`config.mk`:
```
export PLATFORM = sky130hd
export DESIGN_NAME = four_channel_crossfade_sequencer
export DESIGN_NICKNAME = d
export VERILOG_FILES = /design/src/design/cfs_pkg.sv /design/src/design/cfs_tick_timer.sv /design/src/design/cfs_fade_core.sv /design/src/design/four_channel_crossfade_sequencer.sv
export VERILOG_INCLUDE_DIRS = /design/src /design/src/design
export SDC_FILE = /design/constraint.sdc
export NUM_CORES = 1
export LEC_CHECK = 0
export ABC_AREA = 1
export BUFFER_PORTS_ARGS = -buffer_cell sky130_fd_sc_hd__buf_2
export CORE_MARGIN = 4
export CORE_UTILIZATION = 60
export CTS_CLUSTER_SIZE = 12
export DETAILED_ROUTE_END_ITERATION = 16
export GPL_TIMING_DRIVEN = 1
export PLACE_DENSITY = 0.85
export SKIP_LAST_GASP = 1
export SLEW_MARGIN = 10
export SYNTH_ARGS = -nofsm -noshare
export SYNTH_HDL_FRONTEND = slang
export SYNTH_SLANG_ARGS = --single-unit
```
`constraint.sdc`:
```
create_clock -name clk -period 9.21 [get_ports clk]
set_input_delay 1.3815 -clock clk [delete_from_list [all_inputs] [get_ports clk]]
set_output_delay 1.3815 -clock clk [all_outputs]
set_load 0.05 [all_outputs]
```
`src/design/four_channel_crossfade_sequencer_defines.svh`:
```
// Assertion macros shared by the cross-fade sequencer modules.
// Each module that asserts includes this file; it needs clk and rst in scope.
`ifndef FOUR_CHANNEL_CROSSFADE_SEQUENCER_DEFINES_SVH
`define FOUR_CHANNEL_CROSSFADE_SEQUENCER_DEFINES_SVH

// Consequent must hold in the same cycle as the antecedent.
`define CFS_ASSERT_SAME(label, ante, cons) \
  label: assert property (@(posedge clk) disable iff (rst) (ante) |-> (cons)) \
    else $error("cross-fade sequencer check failed");

// Consequent must hold in the cycle after the antecedent.
`define CFS_ASSERT_NEXT(label, ante, cons) \
  label: assert property (@(posedge clk) disable iff (rst) (ante) |=> (cons)) \
    else $error("cross-fade sequencer check failed");

`endif

```
`src/design/cfs_pkg.sv`:
```
// Shared constants and types for the four-channel cross-fade sequencer.
// No dependencies.
package cfs_pkg;

  localparam int LEVELS_DEF = 64;
  localparam int PERIOD_W   = 16;
  localparam int HOLD_W     = 6;
  localparam int PHASE_W    = 3;
  localparam int CHANNELS   = 4;
  localparam int CFG_IDX_W  = 2;
  localparam int CFG_DATA_W = 16;

  localparam logic [PERIOD_W-1:0] STEP_PERIOD_RST = 16'd150;
  localparam logic [HOLD_W-1:0]   HOLD_LEVEL_RST  = 6'd10;

  typedef enum logic [CFG_IDX_W-1:0] {
    REG_STEP_PERIOD = 2'd0,
    REG_HOLD_LEVEL  = 2'd1
  } cfg_reg_t;

endpackage

```
`src/design/cfs_tick_timer.sv`:
```
// Base tick counter: raises step when step_period ticks have been counted.
// Depends on cfs_pkg and four_channel_crossfade_sequencer_defines.svh.
`include "four_channel_crossfade_sequencer_defines.svh"

module cfs_tick_timer (
  input  logic                         clk,
  input  logic                         rst,
  input  logic                         fire,
  input  logic [cfs_pkg::PERIOD_W-1:0] step_period,
  output logic                         step
);

  logic [cfs_pkg::PERIOD_W-1:0] count;
  logic [cfs_pkg::PERIOD_W-1:0] count_next;
  logic [cfs_pkg::PERIOD_W:0]   count_inc;

  // one extra bit so the compare sees the true incremented count
  assign count_inc = {1'b0, count} + 1'b1;
  assign step      = fire && (count_inc >= {1'b0, step_period});

  always_comb begin
    count_next = count;
    if (step) begin
      count_next = '0;
    end else if (fire) begin
      count_next = count_inc[cfs_pkg::PERIOD_W-1:0];
    end
  end

  always_ff @(posedge clk) begin
    if (rst) begin
      count <= '0;
    end else begin
      count <= count_next;
    end
  end

  `CFS_ASSERT_NEXT(a_step_clears_count, step, count == '0)
  `CFS_ASSERT_NEXT(a_count_holds_idle, !fire, $stable(count))

endmodule

```
`src/design/cfs_fade_core.sv`:
```
// Phase register and the four channel levels; one fade step per step strobe.
// Depends on cfs_pkg and four_channel_crossfade_sequencer_defines.svh.
`include "four_channel_crossfade_sequencer_defines.svh"

module cfs_fade_core #(
  parameter int LEVELS = cfs_pkg::LEVELS_DEF,
  parameter int LVL_W  = $clog2(LEVELS)
) (
  input  logic                                      clk,
  input  logic                                      rst,
  input  logic                                      step,
  input  logic [cfs_pkg::HOLD_W-1:0]                hold_level,
  output logic [cfs_pkg::CHANNELS-1:0][LVL_W-1:0]   level_next,
  output logic [cfs_pkg::PHASE_W-1:0]               phase_next
);

  localparam int NCH   = cfs_pkg::CHANNELS;
  localparam int HW    = cfs_pkg::HOLD_W;
  localparam int CMP_W = (LVL_W > HW) ? LVL_W : HW;
  localparam logic [LVL_W-1:0] TOP_LVL = LVL_W'(LEVELS - 1);

  logic [NCH-1:0][LVL_W-1:0]       level;
  logic [cfs_pkg::PHASE_W-1:0]     phase;
  logic [cfs_pkg::PHASE_W-1:0]     phase_inc;
  logic [NCH-1:0]                  cur_mask;
  logic [NCH-1:0]                  at_top;
  logic [NCH-1:0]                  above_hold;
  logic                            cur_top;
  logic                            cur_above;

  assign phase_inc = phase + 1'b1;

  for (genvar c = 0; c < NCH; c++) begin : g_lane
    localparam logic [1:0] CH  = 2'(c);
    localparam logic [1:0] NXT = 2'((c + 1) % NCH);
    logic is_cur;
    logic is_prev;

    // channel k ramps in phase 2k; the channel before it fades out
    assign is_cur        = (phase[2:1] == CH);
    assign is_prev       = (phase[2:1] == NXT);
    assign cur_mask[c]   = is_cur;
    assign at_top[c]     = (level[c] == TOP_LVL);
    assign above_hold[c] = (CMP_W'(level[c]) > CMP_W'(hold_level));

    always_comb begin
      level_next[c] = level[c];
      if (step) begin
        if (!phase[0]) begin
          if (is_prev && (level[c] != '0)) begin
            level_next[c] = level[c] - 1'b1;
          end else if (is_cur && !at_top[c]) begin
            level_next[c] = level[c] + 1'b1;
          end
        end else if (is_cur && above_hold[c]) begin
          level_next[c] = level[c] - 1'b1;
        end
      end
    end
  end

  assign cur_top   = |(at_top & cur_mask);
  assign cur_above = |(above_hold & cur_mask);

  always_comb begin
    phase_next = phase;
    if (step) begin
      // advance only once the current channel has reached its target
      if (!phase[0]) begin
        if (cur_top) begin
          phase_next = phase_inc;
        end
      end else if (!cur_above) begin
        phase_next = phase_inc;
      end
    end
  end

  always_ff @(posedge clk) begin
    if (rst) begin
      level <= '0;
      phase <= '0;
    end else begin
      level <= level_next;
      phase <= phase_next;
    end
  end

  `CFS_ASSERT_NEXT(a_phase_holds_idle, !step, $stable(phase) && $stable(level))
  `CFS_ASSERT_NEXT(a_phase_moves_by_one, step, (phase == $past(phase)) || (phase == $past(phase_inc)))
  `CFS_ASSERT_SAME(a_one_current_lane, 1'b1, $onehot(cur_mask))

endmodule

```
`src/design/four_channel_crossfade_sequencer.sv`:
```
// Top level of the four-channel cross-fade sequencer: input register,
// configuration registers, result register. Depends on cfs_pkg,
// cfs_tick_timer, cfs_fade_core and four_channel_crossfade_sequencer_defines.svh.
//
//   channel | handshake                  | payload
//   --------+----------------------------+----------------------------------------
//   tick    | tick_valid / tick_stall    | elapsed
//   result  | result_valid / result_stall| blue/green/yellow/red_level, fade_phase,
//           |                            | stepped
//   cfg     | cfg_valid / cfg_ready      | cfg_index, cfg_data
//
// One tick per clock while the result is not stalled; a tick's result passes through
// the input register, then the result register. The counter compare and the lane
// updates sit between those two registers. rst is synchronous and clears the
// counter, phase and levels and loads step_period 150, hold_level 10.
// A stalled result holds the input register, which then stalls the tick channel.
// cfg_ready is always high.
`include "four_channel_crossfade_sequencer_defines.svh"

module four_channel_crossfade_sequencer #(
  parameter int LEVELS = cfs_pkg::LEVELS_DEF,
  parameter int LVL_W  = $clog2(LEVELS)
) (
  input  logic                           clk,
  input  logic                           rst,
  input  logic                           tick_valid,
  output logic                           tick_stall,
  input  logic                           elapsed,
  output logic                           result_valid,
  input  logic                           result_stall,
  output logic [LVL_W-1:0]               blue_level,
  output logic [LVL_W-1:0]               green_level,
  output logic [LVL_W-1:0]               yellow_level,
  output logic [LVL_W-1:0]               red_level,
  output logic [cfs_pkg::PHASE_W-1:0]    fade_phase,
  output logic                           stepped,
  input  logic                           cfg_valid,
  output logic                           cfg_ready,
  input  logic [cfs_pkg::CFG_IDX_W-1:0]  cfg_index,
  input  logic [cfs_pkg::CFG_DATA_W-1:0] cfg_data
);

  logic [cfs_pkg::PERIOD_W-1:0]              step_period;
  logic [cfs_pkg::HOLD_W-1:0]                hold_level;
  logic                                      s1_valid;
  logic                                      s1_elapsed;
  logic                                      res_free;
  logic                                      s1_move;
  logic                                      tick_take;
  logic                                      fire;
  logic                                      step;
  logic [cfs_pkg::CHANNELS-1:0][LVL_W-1:0]   level_next;
  logic [cfs_pkg::PHASE_W-1:0]               phase_next;

  assign cfg_ready = 1'b1;

  always_ff @(posedge clk) begin
    if (rst) begin
      step_period <= cfs_pkg::STEP_PERIOD_RST;
      hold_level  <= cfs_pkg::HOLD_LEVEL_RST;
    end else if (cfg_valid && cfg_ready) begin
      case (cfg_index)
        cfs_pkg::REG_STEP_PERIOD: step_period <= cfg_data[cfs_pkg::PERIOD_W-1:0];
        cfs_pkg::REG_HOLD_LEVEL:  hold_level  <= cfg_data[cfs_pkg::HOLD_W-1:0];
        default: ;
      endcase
    end
  end

  // input register moves on whenever the result register is free
  assign res_free   = !result_valid || !result_stall;
  assign s1_move    = s1_valid && res_free;
  assign tick_stall = s1_valid && !res_free;
  assign tick_take  = tick_valid && !tick_stall;
  assign fire       = s1_move && s1_elapsed;

  always_ff @(posedge clk) begin
    if (rst) begin
      s1_valid <= 1'b0;
    end else if (tick_take) begin
      s1_valid <= 1'b1;
    end else if (s1_move) begin
      s1_valid <= 1'b0;
    end
  end

  always_ff @(posedge clk) begin
    if (tick_take) begin
      s1_elapsed <= elapsed;
    end
  end

  cfs_tick_timer u_tick (
    .clk         (clk),
    .rst         (rst),
    .fire        (fire),
    .step_period (step_period),
    .step        (step)
  );

  cfs_fade_core #(
    .LEVELS (LEVELS),
    .LVL_W  (LVL_W)
  ) u_fade (
    .clk        (clk),
    .rst        (rst),
    .step       (step),
    .hold_level (hold_level),
    .level_next (level_next),
    .phase_next (phase_next)
  );

  always_ff @(posedge clk) begin
    if (rst) begin
      result_valid <= 1'b0;
    end else if (s1_move) begin
      result_valid <= 1'b1;
    end else if (!result_stall) begin
      result_valid <= 1'b0;
    end
  end

  always_ff @(posedge clk) begin
    if (s1_move) begin
      blue_level   <= level_next[0];
      green_level  <= level_next[1];
      yellow_level <= level_next[2];
      red_level    <= level_next[3];
      fade_phase   <= phase_next;
      stepped      <= step;
    end
  end

  `CFS_ASSERT_NEXT(a_move_loads_result, s1_move, result_valid)
  `CFS_ASSERT_SAME(a_step_needs_transfer, step, s1_move && s1_elapsed)

endmodule
```
==> impl_metrics.json <==
{
  "viasPerCell": 5.420,
  "cts_max_level": 3,
  "top_layer": "met4",
  "clkTransAtPathRegs_ns": 0.10,
  "track_usage_pct": 24.76,
  "route.vias.total": 6065,
  "power_frac_clock_pct": 34.2,
  "syn_inst": 938,
  "final.setup_skew_ns": 0.009657,
  "setup_viol": 0,
  "finalWeightedCongestion": 0.9596,
  "cp_slowest_cell": "a21oi_4",
  "netlist_area_um2": 6545,
  "arrival_ns": 4.27,
  "drv_cap": 0,
  "cts_root_buf": "clkbuf_8",
  "final-max-slew-violation-count": 0,
  "p_int_mw": 0.6541,
  "crit_buf_inv": 3,
  "first_global_vias": 5532,
  "leakage_nw": 3.613,
  "synth-seq-cells": 96,
  "yosys.cell_types.count": 38,
  "routed-wl-met3_um": 955,
  "max-slew-margin-rel_pct": 32.68,
  "dieHeight_um": 112.4,
  "clock-sinks": 96,
  "ios": 55,
  "fin_setup_tns_ns": 0,
  "core_um2": 10460,
  "finalInstanceArea_um2": 7111,
  "syn_nets": 1016,
  "drc_errors": 0,
  "synthArstFlopShare_pct": 0,
  "cts_tree": "done",
  "critPathKind": "input port to flop",
  "dieArea_um2": 12640,
  "path_delay_family": "buffers and inverters",
  "cts_setup_buffers": 0,
  "place_area_um2": 6884,
  "hold_path.class": "flop to flop",
  "swShare_pct": 30.15,
  "cts_buffers": 9,
  "start_util_pct": 62.56,
  "combPwrFrac_pct": 16.3,
  "worstMarginPinSlew_ns": 1.007,
  "area.growth.synth_to_final_pct": 8.641,
  "cp_common_cell": "nand2_1",
  "layout_common_cells": "nand2_1, inv_1, nor2_1",
  "fin_nets": 1056,
  "cts_hold_buf": 0,
  "first_pass_iters": 5,
  "layout_commonest_cell": "nand2_1",
  "rows": 37,
  "antenna_found_initial": 0,
  "grt_start_max_net_pins": 34,
  "n_antenna_cell": 0,
  "status": "finished, final reports clean",
  "critPathRequiredTime_ns": 9.46,
  "start_kind": "input port",
  "path_max_fanout": 29,
  "grt_first_pass_wirelength_um": 25840,
  "vdd_drop_max_v": 0.00007537,
  "die_x_um": 112.4,
  "ys.flop_type": "dfxtp_1",
  "routed_wl_um": 15390,
  "drt_iter0_markers": 474,
  "grt_overflow": 0,
  "dr_wl_met2_um": 6776,
  "ant_nets": 0,
  "dp_hpwl_um": 10910,
  "synth_edf_count": 29,
  "p_switching_mw": 0.2823,
  "routedWlPerCell_um": 13.75,
  "post-route-min-period_ns": 4.018,
  "powerDensity_nw_per_um2": 131.7,
  "clock_latency_ns": 0.39,
  "drive_above_1_share_pct": 10.68,
  "cts_resized": 0,
  "clockBufferDepth": 2,
  "path_cells": "buf_2, a21oi_4, nand2_1, buf_4, inv_1, nand2_4, nand2_1, a21oi_1",
  "finalCritPeriodShare_pct": 43.62,
  "seq_power_share_pct": 49.5,
  "cp_slowest_stage_delay_ns": 0.78,
  "yosysSeqAreaShare_pct": 33.80,
  "ys.warnings.count": 0,
  "hold_viol_final": 0,
  "max_freq_mhz": 248.9,
  "avgSynthCellArea_um2": 6.978,
  "wl_met1_um": 7277,
  "rsz0062_at_grt": "false",
  "crit_path_end_kind": "flop",
  "portBuffers": 53
}
## routing by layer
layer	global-route usage, %	vias to the layer above
met2	39.01	197
met4	10.02	0
li1	-	3102
met3	3.396	32
met5	0	-
met1	34.33	2734
## power by group through the flow
stage          clock network (mW)  registers [mW]  logic, mW
2_1_floorplan                   0           0.491     0.0968
3_3_place_gp                    0           0.472      0.148
3_5_place_dp                    0           0.473      0.152
4_1_cts                     0.322           0.463      0.152
5_1_grt                     0.345           0.465      0.171
6_report                    0.320           0.463      0.153
## cell type report
type / count / area (um^2)
sequential: 96 / 2212
fill: 922 / 3352
clock buffer: 9 / 123.9
multi-input combinational: 677 / 3696
inverter: 138 / 518.0
timing repair buffer: 56 / 287.8
clock inverter: 7 / 102.6
tap: 136 / 170.2
## synthesized netlist by cell type (13+ instances only)
master      n  area (um^2)
inv_1     134        503.0
nand2_1   253        949.7
xor2_1     33        289.0
o21ai_0    50        250.2
clkbuf_1   17        63.81
edfxtp_1   29        870.8
ha_1       54        675.7
dfxtp_1    67         1341
nor2_1     81        304.0
nand4_1    19        118.9
o211ai_1   13        97.59
nand3_1    52        260.3
a21oi_1    59        295.3
## stage by stage
step / std cells / hold slack (ns) / utilization, % / power, mW / worst slack [ns]
2_1_floorplan: 938 / 0.4347 / - / 0.5876 / 4.821
3_3_place_gp: 1103 / 0.4530 / 65.80 / 0.6198 / 4.894
3_5_place_dp: 1103 / 0.4570 / 65.80 / 0.6242 / 4.770
4_1_cts: 1119 / 0.4714 / 67.96 / 0.9377 / 5.198
5_1_grt: 1119 / 0.4984 / 67.96 / 0.9813 / 4.930
6_report: 1119 / 0.4685 / 67.96 / 0.9364 / 5.192
## worst min-delay path: stages, from the launching register on
cell     delay (ns)
dfxtp_1        0.31
inv_1          0.06
a21oi_1        0.06
## state kept, by name, indices dropped and copies added, names as in the netlist
name          flops
green_level       6
yellow_level      6
blue_level        6
fade_phase        3
u_fade.level     24
u_tick.count     16
s1_valid          1
red_level         6
step_period      16
u_fade.phase      3
hold_level        6
result_valid      1
stepped           1
s1_elapsed        1
## kinds of logic (layout without fill, tap and decap cells)
kind of cell,Yosys count,after routing,synth area share [%]
simple gates,450,450,29.71
buf+inv,165,210,9.902
compound gates,137,137,11.51
flops,96,96,33.80
fa+ha+maj,54,54,10.32
xor+xnor,34,34,4.550
other cells,1,1,0.05730
mux,1,1,0.1529
## final timing paths
check / from / end / slack (ns) / depth (start not counted)
min: step_period[14] / step_period[14] / 0.47 / 2
min reg2reg: step_period[14] / step_period[14] / 0.47 / 2
max reg2reg: u_tick.count[0] / u_tick.count[11] / 5.32 / 22
max: result_stall / u_tick.count[11] / 5.19 / 8
Note: power is estimated with default switching activity, not from simulation.
